<file path="src/rtl/rbd_pkg.sv">
`timescale 1ns / 1ps
// ----------------------------------------------------------------------------
// rbd_pkg - shared types and constants of the rail bus message deframer
// Header codes, sub-codes, event kinds and the structs passed between modules.
// ----------------------------------------------------------------------------
package rbd_pkg;

  localparam int CAPTURE_BYTES_DEF = 6;

  // header byte codes
  localparam logic [7:0] HDR_CLASS_MASK = 8'hE0;
  localparam logic [7:0] HDR_INFO       = 8'h00;
  localparam logic [7:0] HDR_SENSOR     = 8'h4B;
  localparam logic [7:0] HDR_VEHICLE    = 8'h40;
  localparam logic [7:0] HDR_LOGOUT     = 8'h60;

  // sub-codes carried in packet byte 2
  localparam logic [7:0] SUB_SYS_STATUS = 8'h01;
  localparam logic [7:0] SUB_NOT_IN_USE = 8'h08;
  localparam logic [7:0] SUB_IN_USE     = 8'h04;

  // power field of the system status packet and state mask of the sensor packet
  localparam logic [7:0] PWR_MASK       = 8'h03;
  localparam logic [7:0] PWR_ON         = 8'h02;
  localparam logic [7:0] SENSOR_ST_MASK = 8'h01;

  typedef enum logic [2:0] {
    EV_SYS_STATUS  = 3'd0,
    EV_SENSOR      = 3'd1,
    EV_LOGGED_OUT  = 3'd2,
    EV_NOT_IN_USE  = 3'd3,
    EV_IN_USE      = 3'd4,
    EV_UNHANDLED   = 3'd5
  } event_kind_t;

  // header and packet bytes 2..6 as seen when the packet completes, bytes 2..6 zero past its end
  typedef struct packed {
    logic [7:0] head;
    logic [7:0] b2;
    logic [7:0] b3;
    logic [7:0] b4;
    logic [7:0] b5;
    logic [7:0] b6;
  } pkt_bytes_t;

  typedef struct packed {
    logic [2:0]  event_kind;
    logic [15:0] address;
    logic        state_bit;
    logic [7:0]  device_id;
    logic [7:0]  header_code;
  } event_t;

endpackage

</file>
<file path="src/rtl/rbd_in_if.sv">
`timescale 1ns / 1ps
// ----------------------------------------------------------------------------
// rbd_in_if - receive byte channel
// Valid/ready channel carrying one serial byte per request.
// ----------------------------------------------------------------------------
interface rbd_in_if;
  logic       valid;
  logic       ready;
  logic [7:0] rx_byte;

  modport source (output valid, output rx_byte, input ready);
  modport sink   (input valid, input rx_byte, output ready);
endinterface

</file>
<file path="src/rtl/rbd_out_if.sv">
`timescale 1ns / 1ps
// ----------------------------------------------------------------------------
// rbd_out_if - decoded event channel
// Valid/ready channel carrying one decoded packet event per request.
// ----------------------------------------------------------------------------
interface rbd_out_if;
  logic        valid;
  logic        ready;
  logic [2:0]  event_kind;
  logic [15:0] address;
  logic        state_bit;
  logic [7:0]  device_id;
  logic [7:0]  header_code;

  modport source (output valid, output event_kind, output address, output state_bit,
                  output device_id, output header_code, input ready);
  modport sink   (input valid, input event_kind, input address, input state_bit,
                  input device_id, input header_code, output ready);
endinterface

</file>
<file path="src/rtl/rbd_decode.sv">
`timescale 1ns / 1ps
// ----------------------------------------------------------------------------
// rbd_decode - packet event decoder
// Maps the header and packet bytes 2..6 of a completed packet to one event.
// ----------------------------------------------------------------------------
module rbd_decode (
  input  rbd_pkg::pkt_bytes_t pkt,
  output rbd_pkg::event_t     ev
);

  always_comb begin
    ev             = '0;
    ev.event_kind  = rbd_pkg::EV_UNHANDLED;
    ev.header_code = pkt.head;
    case (pkt.head)
      rbd_pkg::HDR_INFO: begin
        if (pkt.b2 == rbd_pkg::SUB_SYS_STATUS) begin
          ev.event_kind = rbd_pkg::EV_SYS_STATUS;
          ev.state_bit  = ((pkt.b3 & rbd_pkg::PWR_MASK) == rbd_pkg::PWR_ON);
        end
      end
      rbd_pkg::HDR_SENSOR: begin
        ev.event_kind = rbd_pkg::EV_SENSOR;
        ev.state_bit  = |(pkt.b3 & rbd_pkg::SENSOR_ST_MASK);
        ev.address    = {2'b00, pkt.b2, 6'b0} + {10'b0, pkt.b3[7:2]};
      end
      rbd_pkg::HDR_LOGOUT: begin
        ev.event_kind = rbd_pkg::EV_LOGGED_OUT;
        ev.address    = {pkt.b3, pkt.b4};
      end
      rbd_pkg::HDR_VEHICLE: begin
        if (pkt.b2 == rbd_pkg::SUB_NOT_IN_USE) begin
          ev.event_kind = rbd_pkg::EV_NOT_IN_USE;
          ev.address    = {pkt.b3, pkt.b4};
        end else if (pkt.b2 == rbd_pkg::SUB_IN_USE) begin
          ev.event_kind = rbd_pkg::EV_IN_USE;
          ev.address    = {pkt.b4, pkt.b5};
          ev.device_id  = pkt.b6;
        end
      end
      default: begin
        ev.event_kind = rbd_pkg::EV_UNHANDLED;
      end
    endcase
  end

endmodule

</file>
<file path="src/rtl/rail_bus_message_deframer_core.sv">
`timescale 1ns / 1ps
// ----------------------------------------------------------------------------
// rail_bus_message_deframer_core - serial byte stream to packet events
// Frames received bytes into info and command packets and decodes each
// completed packet into one event.
//
// Usage:
//   in_ch  carries one received serial byte per request (rx_byte).
//   out_ch carries one decoded event per completed packet.
//   One byte is taken per cycle while in_ch.ready is high. The framing state,
//   the capture bytes and the event decoder update in the cycle a byte is
//   taken; the event of a packet's last byte is loaded into a result
//   register. Bytes that complete no packet produce nothing.
//   An output register plus a one-entry skid register part the two sides:
//   bytes keep flowing while an event waits, and in_ch.ready drops only
//   once an event sits in the skid register, i.e. two events are waiting.
//   Reset (rst, synchronous) returns to waiting for a header and empties
//   both result registers; capture bytes are not cleared since every byte
//   read is written earlier in the same packet.
// ----------------------------------------------------------------------------
module rail_bus_message_deframer_core #(
  parameter int CAPTURE_BYTES = rbd_pkg::CAPTURE_BYTES_DEF
) (
  input  logic          clk,
  input  logic          rst,
  rbd_in_if.sink        in_ch,
  rbd_out_if.source     out_ch
);

  localparam int IDX_W = $clog2(CAPTURE_BYTES);

  typedef enum logic [1:0] {
    PH_IDLE    = 2'd0,
    PH_INFOHDR = 2'd1,
    PH_BODY    = 2'd2
  } phase_t;

  phase_t      phase, phase_next;
  logic [7:0]  head_byte;
  logic [8:0]  byte_count, byte_count_next;
  logic [8:0]  total_length, total_length_next;
  logic [7:0]  capture [CAPTURE_BYTES];

  logic        in_take;
  logic        emit;
  logic [8:0]  wr_pos;
  logic        wr_en;

  rbd_pkg::pkt_bytes_t pkt;
  rbd_pkg::event_t     ev_new;
  rbd_pkg::event_t     out_ev, skid_ev;
  logic                out_valid, skid_valid;
  logic                out_pop;

  // Accept bytes until the skid register holds a waiting event.
  assign in_ch.ready = !skid_valid;
  assign in_take     = in_ch.valid && in_ch.ready;

  // Capture slot of the current byte: packet position 1 maps to slot 0.
  assign wr_pos = byte_count - 9'd1;
  assign wr_en  = in_take && (phase != PH_IDLE) && (byte_count != 9'd0)
                  && (wr_pos < 9'(CAPTURE_BYTES));

  // Framing update for one byte.
  always_comb begin
    phase_next        = phase;
    byte_count_next   = byte_count;
    total_length_next = total_length;
    emit              = 1'b0;
    case (phase)
      PH_IDLE: begin
        byte_count_next = 9'd1;
        if ((in_ch.rx_byte & rbd_pkg::HDR_CLASS_MASK) == 8'h00) begin
          total_length_next = 9'd3;
          phase_next        = PH_INFOHDR;
        end else begin
          total_length_next = {6'b0, in_ch.rx_byte[7:5]} + 9'd2;
          phase_next        = PH_BODY;
        end
      end
      PH_INFOHDR, PH_BODY: begin
        byte_count_next = byte_count + 9'd1;
        if (phase == PH_INFOHDR && byte_count == 9'd2) begin
          total_length_next = {1'b0, in_ch.rx_byte} + 9'd3;
          phase_next        = PH_BODY;
        end
        if (byte_count_next >= total_length_next) begin
          emit            = 1'b1;
          phase_next      = PH_IDLE;
          byte_count_next = 9'd0;
        end
      end
      default: begin
        phase_next = PH_IDLE;
      end
    endcase
  end

  // Packet bytes for the decoder: take the arriving byte at its own position,
  // the captured byte elsewhere, zero past the packet end.
  function automatic logic [7:0] pick(input logic [8:0] p, input logic [7:0] cap,
                                      input logic [8:0] cnt, input logic [8:0] tot,
                                      input logic [7:0] rx);
    logic [7:0] v;
    v = (cnt == p) ? rx : cap;
    return (p < tot) ? v : 8'h00;
  endfunction

  always_comb begin
    pkt.head = head_byte;
    pkt.b2   = pick(9'd2, capture[1], byte_count, total_length_next, in_ch.rx_byte);
    pkt.b3   = pick(9'd3, capture[2], byte_count, total_length_next, in_ch.rx_byte);
    pkt.b4   = pick(9'd4, capture[3], byte_count, total_length_next, in_ch.rx_byte);
    pkt.b5   = pick(9'd5, capture[4], byte_count, total_length_next, in_ch.rx_byte);
    pkt.b6   = pick(9'd6, capture[5], byte_count, total_length_next, in_ch.rx_byte);
  end

  rbd_decode u_decode (
    .pkt (pkt),
    .ev  (ev_new)
  );

  // Framing state.
  always_ff @(posedge clk) begin
    if (rst) begin
      phase        <= PH_IDLE;
      head_byte    <= 8'h00;
      byte_count   <= 9'd0;
      total_length <= 9'd0;
    end else if (in_take) begin
      phase        <= phase_next;
      byte_count   <= byte_count_next;
      total_length <= total_length_next;
      if (phase == PH_IDLE) begin
        head_byte <= in_ch.rx_byte;
      end
    end
  end

  // Capture bytes, no reset.
  always_ff @(posedge clk) begin
    if (wr_en) begin
      capture[wr_pos[IDX_W-1:0]] <= in_ch.rx_byte;
    end
  end

  // Result registers: output stage plus skid stage.
  assign out_pop = out_valid && out_ch.ready;

  always_ff @(posedge clk) begin
    if (rst) begin
      out_valid  <= 1'b0;
      skid_valid <= 1'b0;
    end else begin
      if (out_pop) begin
        if (skid_valid) begin
          out_ev     <= skid_ev;
          skid_valid <= 1'b0;
        end else if (in_take && emit) begin
          out_ev <= ev_new;
        end else begin
          out_valid <= 1'b0;
        end
      end else if (in_take && emit) begin
        if (!out_valid) begin
          out_ev    <= ev_new;
          out_valid <= 1'b1;
        end else begin
          skid_ev    <= ev_new;
          skid_valid <= 1'b1;
        end
      end
    end
  end

  assign out_ch.valid       = out_valid;
  assign out_ch.event_kind  = out_ev.event_kind;
  assign out_ch.address     = out_ev.address;
  assign out_ch.state_bit   = out_ev.state_bit;
  assign out_ch.device_id   = out_ev.device_id;
  assign out_ch.header_code = out_ev.header_code;

endmodule

</file>
<file path="src/flat_wrapper.sv">
// flat-port wrapper written by rule: the top's interface ports become plain ports
module rail_bus_message_deframer_core_flat 
#(
  parameter int CAPTURE_BYTES = rbd_pkg::CAPTURE_BYTES_DEF
)
  (clk, rst, in_ch_valid, in_ch_rx_byte, in_ch_ready, out_ch_valid, out_ch_event_kind, out_ch_address, out_ch_state_bit, out_ch_device_id, out_ch_header_code, out_ch_ready);
  rbd_in_if in_ch_i ();
  rbd_out_if out_ch_i ();
  input  logic clk;
  input  logic rst;
  input wire logic [$bits(in_ch_i.valid)-1:0] in_ch_valid;
  input wire logic [$bits(in_ch_i.rx_byte)-1:0] in_ch_rx_byte;
  output wire logic [$bits(in_ch_i.ready)-1:0] in_ch_ready;
  output wire logic [$bits(out_ch_i.valid)-1:0] out_ch_valid;
  output wire logic [$bits(out_ch_i.event_kind)-1:0] out_ch_event_kind;
  output wire logic [$bits(out_ch_i.address)-1:0] out_ch_address;
  output wire logic [$bits(out_ch_i.state_bit)-1:0] out_ch_state_bit;
  output wire logic [$bits(out_ch_i.device_id)-1:0] out_ch_device_id;
  output wire logic [$bits(out_ch_i.header_code)-1:0] out_ch_header_code;
  input wire logic [$bits(out_ch_i.ready)-1:0] out_ch_ready;
  assign in_ch_i.valid = in_ch_valid;
  assign in_ch_i.rx_byte = in_ch_rx_byte;
  assign in_ch_ready = in_ch_i.ready;
  assign out_ch_valid = out_ch_i.valid;
  assign out_ch_event_kind = out_ch_i.event_kind;
  assign out_ch_address = out_ch_i.address;
  assign out_ch_state_bit = out_ch_i.state_bit;
  assign out_ch_device_id = out_ch_i.device_id;
  assign out_ch_header_code = out_ch_i.header_code;
  assign out_ch_i.ready = out_ch_ready;
  rail_bus_message_deframer_core #(.CAPTURE_BYTES(CAPTURE_BYTES)) u_core (.clk(clk), .rst(rst), .in_ch(in_ch_i), .out_ch(out_ch_i));
endmodule
</file>
<file path="config.mk">
export PLATFORM = sky130hd
export DESIGN_NAME = rail_bus_message_deframer_core_flat
export DESIGN_NICKNAME = d
export VERILOG_FILES = /design/src/rtl/rbd_pkg.sv /design/src/rtl/rbd_in_if.sv /design/src/rtl/rbd_out_if.sv /design/src/rtl/rbd_decode.sv /design/src/rtl/rail_bus_message_deframer_core.sv /design/src/flat_wrapper.sv
export SDC_FILE = /design/constraint.sdc
export NUM_CORES = 1
export LEC_CHECK = 0
export BUFFER_PORTS_ARGS = -buffer_cell sky130_fd_sc_hd__buf_4
export CORE_MARGIN = 3
export CORE_UTILIZATION = 60
export CTS_CLUSTER_DIAMETER = 200
export DETAILED_ROUTE_END_ITERATION = 16
export PLACE_DENSITY = 0.87
export SLEW_MARGIN = 15
export SYNTH_ARGS = -nofsm -noshare
export SYNTH_HDL_FRONTEND = slang
export SYNTH_HIERARCHICAL = 1
export SYNTH_SLANG_ARGS = --single-unit
</file>
<file path="constraint.sdc">
create_clock -name clk -period 10.6 [get_ports clk]
set_input_delay 0.53 -clock clk [delete_from_list [all_inputs] [get_ports clk]]
set_output_delay 0.53 -clock clk [all_outputs]
set_load 0.005 [all_outputs]
</file>
# --- Word-level counts from Yosys, hierarchy flattened ---
# Memories as Yosys holds them, arrays and structs flattened.
# Index checks and enable logic that the tools add are counted.
op_classes:
  div: 0
  order_cmp: 7
  n_bitwise: 2
  shifts: 0
  n_addsub: 5
  n_eq_ne: 18
  multipliers: 0
  n_reduce_logical: 25
  mux: 43
op_table:
  columns: ["op", "count"]
  rows:
  - ["$mux W36", 5]
  - ["$mux W8", 13]
  - ["$pmux W16 S3", 1]
  - ["$mux W9", 4]
  - ["$pmux W9 S2", 2]
  - ["$eq A9 B3 Y1 const B", 3]
  - ["$lt A3 B9 Y1 const A", 3]
  - ["$eq A8 B7 Y1 const B", 3]
  - ["$mux W19", 1]
  - ["$eq A9 B2 Y1 const B", 2]
  - ["$lt A2 B9 Y1 const A", 2]
  - ["$mux W17", 1]
  - ["$logic_not A8 Y1", 2]
  - ["$add A14 B6 Y15", 1]
  - ["$pmux W3 S4", 1]
  - ["$add A8 B2 Y9 const B", 1]
  - ["$add A9 B1 Y9 const B", 1]
  - ["$ge A9 B9 Y1", 1]
  - ["$lt A9 B3 Y1 const B", 1]
  - ["$mux W1", 9]
  - ["$reduce_bool A9 Y1", 1]
  - ["$sub A9 B1 Y9 const B", 1]
  - ["$eq A8 B1 Y1 const B", 1]
  - ["$eq A8 B3 Y1 const B", 1]
  - ["other kinds (19)", 39]
totals:
  mem_bits_rw: 48
  latch_bits: 0
  romBits: 0
  inputBits: 12
  n_memories: 1
  ff_bits: 102
  output_inout_bits: 38
  elab_cells: 117
mem_list:
  columns: ["name", "words", "word_bits", "rd", "rd_clocked_by_memory_dff", "write_ports", "line", "text"]
  rows:
  - ["u_core.capture", 6, 8, 5, 0, 1, "rail_bus_message_deframer_core.sv:42", "logic [7:0] capture [CAPTURE_BYTES];"]

# --- Logic depth before layout (Yosys ltp) ---
logic_depth:
  word_depth: 14
  ltp_mapped: 16
  depth_no_buf: 12

# --- Hierarchy ---
# The synthesis kept the hierarchy.
modules_own_cells:
  columns: ["module", "cells_each", "n_inst", "area_per_inst_um2", "seq_area_each_um2"]
  rows:
  - ["rail_bus_message_deframer_core", 588, 1, 7094.3, 3963.8]
  - ["rbd_decode", 82, 1, 649.4, 0.0]

# --- Worst setup path before layout ---
# OpenSTA, ideal clock, no wires.
synth_timing:
  path_type: "reg2reg"
  from: "register u_core.byte_count[0]"
  to: "register u_core.out_ev (netlist bit u_core/out_ch.address[0]), enable pin"
  setup_time_ns: 0.489
  path_slack_ns: 4.793
  required_time_ns: 10.111
  path_buffers: 2
  period_less_slack_ns: 5.807
  path_stages_with_launch: 14
  arrival_time_ns: 5.318
  cell_sequence: "dfxtp_1 > inv_1 > ha_1 > nor4b_4 > and3_1 > buf_4 > buf_2 > o21ai_0 > ha_1 > nand4_1 > o21ai_0 > o2111ai_1 > a21o_1 > a221oi_1"
synth_between:
  elab_chain_len: 10
  word_cells_on_any_way: 12
  cone_classes: "1 x add/sub; 1 x order compare; 1 x eq/ne; 4 x mux; 5 x reduce/logical"
synth_rtl:
  columns: ["item", "line", "text"]
  rows:
  - ["from (decl)", "rail_bus_message_deframer_core.sv:40", "logic [8:0] byte_count, byte_count_next;"]
  - ["from (signal assigned)", "rail_bus_message_deframer_core.sv:132", "byte_count <= byte_count_next;"]
  - ["parallel branches: the longest is 4 deep, another holds $add A9 B1 Y9", null, null]
  - ["$ge A9 B9 Y1 (*)", "rail_bus_message_deframer_core.sv:87", "if (byte_count_next >= total_length_next) begin"]
  - ["$mux W1 (*)", "rail_bus_message_deframer_core.sv:87", null]
  - ["$mux W1 (*)", "rail_bus_message_deframer_core.sv:70", "case (phase)"]
  - ["$logic_and A1 B1 Y1 (*)", "rail_bus_message_deframer_core.sv:159, rail_bus_message_deframer_core.sv:164", null]
  - ["$reduce_bool A2 Y1 (no source line)", null, null]
  - ["$reduce_and A4 Y1 (no source line) (*)", null, null]
  - ["to (signal assigned)", "rail_bus_message_deframer_core.sv:157", "out_ev <= skid_ev;"]
  - ["to (signal assigned)", "rail_bus_message_deframer_core.sv:160", "out_ev <= ev_new;"]
  - ["to (signal assigned)", "rail_bus_message_deframer_core.sv:166", "out_ev <= ev_new;"]
  - ["to (decl)", "rail_bus_message_deframer_core.sv:51", "rbd_pkg::event_t out_ev, skid_ev;"]
# Mark *: on every way between the ends. The select of a mux whose other input is x is not followed.
# A chain may end at the register's enable or synchronous reset.

==> impl_metrics.toml <==
[outcome]
status = "completed"

[timing]
timing.hold.ws_ns = 0.4137
worst_pin_slew_ns = 1.192
slew_violations = 0
fin_crit_sh = 0.4945
rsz0062_at_grt = "no"
fmax_mhz = 190.8
max-slew-margin-rel = 0.1990
final-setup-viol-count = 0
clock_skew_ns = 0.007631
setup_ws_ns = 5.358
fin_tns_setup_ns = 0
period_needed_ns = 5.242
final-hold-violation-count = 0

[layout]
num_antenna_cells = 0
n_fill_cell = 880
nets = 719
layout_commonest_cell = "edfxtp_1"
area_delta_synth_final_pct = 11.12
drive_gt1_frac = 0.2054
multi_input_area_mm2 = 0.003407
seqCellArea_mm2 = 0.003964
mostFrequentLayoutCells = "edfxtp_1 (112), buf_4 (52), mux2i_1 (45), nor2_1 (42)"

[drt]
drc = 0
via_per_inst = 6.560
drtIter0Drc = 707
dr.pass1.iters = 7
ant_nets = 0
route.vias.total = 5701
routed_wl_um = 18470
wl_per_cell_um = 21.25

[placement]
place_congestion = 0.9361
dp_hpwl_um = 12150
portBuffers = 49
dpl_worst_slack_ns = 5.605

[power_and_ir_drop]
max-vdd-ir-drop_v = 0.0001221
clock_power_share = 0.428
p_seq_frac = 0.464
cellPowerDensity_mw_per_mm2 = 154.4
power_switching_uw = 339.3
intPower_uw = 989.1
leakage_uw = 0.003412
switching_share = 0.2554
power_uw = 1328
comb_power_share = 0.108

[synth]
syn_area_mm2 = 0.007744
yosysWarnings = 6
synth_cells = 670
ys_seq_elements = 142
synth_top_area_share = 0.4343
synth.largest_area_cell = "edfxtp_1"
yosysUniqueCellTypes = 73
yosys-top-cells-area = "edfxtp_1 (43%), dfxtp_1 (7.8%), mux2i_1 (5.8%), mux2_2 (5.2%), ha_1 (3.1%)"
synth_area_per_cell_um2 = 11.56
postSynthNetCount = 701
yosysSeqAreaShare = 0.5119
async_flop_share = 0
ys.flop_type = "edfxtp_1"
synth_edf_count = 112

[cts]
clkTransAtPathRegs_ns = 0.06
cts_hold_buf = 0
cts_resized = 0
clk_latency_ns = 0.42
cts_sinks = 142
htree_levels = 4
cts.path.max_buffers = 2
cts_setup_buffers = 0
ctsRootBufferMaster = "clkbuf_16"
numCtsBuffers = 17
tritoncts = "done"

[job]
max-cap-violations = 0

[floorplanning]
fp-row-count = 40
die_w_um = 119.6
ios = 50
dieArea_mm2 = 0.01431
start_util = 0.6290
die_y_um = 119.6
core_area_mm2 = 0.01231

[critical_path]
critPathBufInv = 1
worstPathCellList = "inv_1 > ha_1 > nor4b_4 > nand3_2 > a221o_1 > a31oi_4 > a31oi_1 > nor4_1 > and4_1 > a22o_1 > a21o_1 > mux2_2"
critical_path_arrival_ns = 5.54
startpoint_type = "register"
end_kind = "register"
cp_top_family = "simple AND/OR/NAND/NOR gates"
path_max_fanout = 40
slowest_delay_ns = 0.82
criticalPathCategory = "register to register"
reg2reg_setup_slack_ns = 5.36
cpMaxStageDelayCell = "and4_1"
cp_data_required_time_ns = 10.90

[global_routing]
grt_pass1_vias = 5169
grt_antenna_before_repair = 0
track_usage = 0.2570
grt_max_degree = 41
grt_pass1_wl_um = 28770
grt.overflow.total = 0

[hold_path]
worstHoldPathType = "input port to register"
==> cell usage after synthesis (6+ instances only) <==
master,count
a31oi_1,35
and3_1,6
a22o_1,15
a21oi_1,31
edfxtp_1,112
o21ai_0,26
buf_6,10
mux2_2,36
nand4_1,8
buf_2,8
nor2b_1,8
mux2i_1,45
and2_1,10
xnor2_1,10
nand2_1,36
buf_4,11
nand3_1,9
ha_1,19
dfxtp_1,30
a21o_1,17
nor2_1,42
nand2b_1,11
nor3_1,12
inv_1,17
clkbuf_1,19
==> sequential cells by signal (all words and copies together), names as in the netlist, 3 cells and up <==
signal,cells
u_core/capture,40
u_core/skid_ev,36
u_core/out_ch.address,16
u_core/byte_count,9
u_core/total_length,9
u_core/head_byte,8
u_core/out_ch.device_id,8
u_core/out_ch.header_code,8
u_core/out_ch.event_kind,3
==> kinds of logic (layout without fill, tap and decap cells) <==
group,after synthesis,after routing,share of synthesized area
and+or+nand+nor,180,180,0.1315
buffers and inverters,70,101,0.05235
muxes,81,81,0.1105
xor gates and xnor gates,15,15,0.01696
AOI/OAI and AO/OA,163,163,0.1461
adders and majority gates,19,19,0.03070
DFF,142,142,0.5119
==> stage by stage <==
stage	std cells	utilization	instance area (um2)
2_1_floorplan	670	-	7744
3_3_place_gp	837	0.6518	8025
3_5_place_dp	837	0.6518	8025
4_1_cts	869	0.6981	8594
5_1_grt	869	0.6989	8605
6_report	869	0.6989	8605
==> routing by layer <==
| layer | track usage | share of wire | routed length [um] |
|---|---|---|---|
| met2 | 0.4022 | 0.47 | 8606 |
| met4 | 0.08876 | 0.023 | 426 |
| met1 | 0.3542 | 0.42 | 7754 |
| met3 | 0.06079 | 0.091 | 1679 |
| met5 | 0 | 0 | 0 |
==> cell type report <==
type | count | share of cell area
Clock buffer | 21 | 0.05715
Clock inverter | 11 | 0.009016
Inverter | 17 | 0.007416
Multi-Input combinational cell | 458 | 0.3960
Sequential cell | 142 | 0.4607
Tap cell | 168 | 0.02443
Timing Repair Buffer | 52 | 0.04537
==> path summary, 6_finish.rpt <==
kind / startpoint / endpoint / cells after the start
worst min register to register: u_core/total_length[8] / u_core/total_length[8] / 2
worst max-delay path: u_core/byte_count[0] / u_core/out_ch.address[0] / 12
worst max register to register: u_core/byte_count[0] / u_core/out_ch.address[0] / 12
worst min-delay path: in_ch_rx_byte[1] / u_core/capture[3][1] / 1
==> worst register-to-register path: cells and delay by family (launching register included) <==
kind                     cells  cell delay [ns]
AO/OA/AOI/OAI                5             1.95
adder cells (fa/ha/maj)      1             0.26
AND/OR/NAND/NOR              4             2.13
flip-flops                   1             0.40
multiplexers                 1             0.15
buffers and inverters        1             0.24
==> power groups by stage <==
stage | sequential, uW | combinational [uW] | clock (uW)
4_1_cts | 616 | 140 | 574
5_1_grt | 617 | 154 | 594
3_3_place_gp | 628 | 135 | 0
2_1_floorplan | 626 | 105 | 0
6_report | 617 | 144 | 568
3_5_place_dp | 628 | 139 | 0
(Power assumes the default switching activity.)
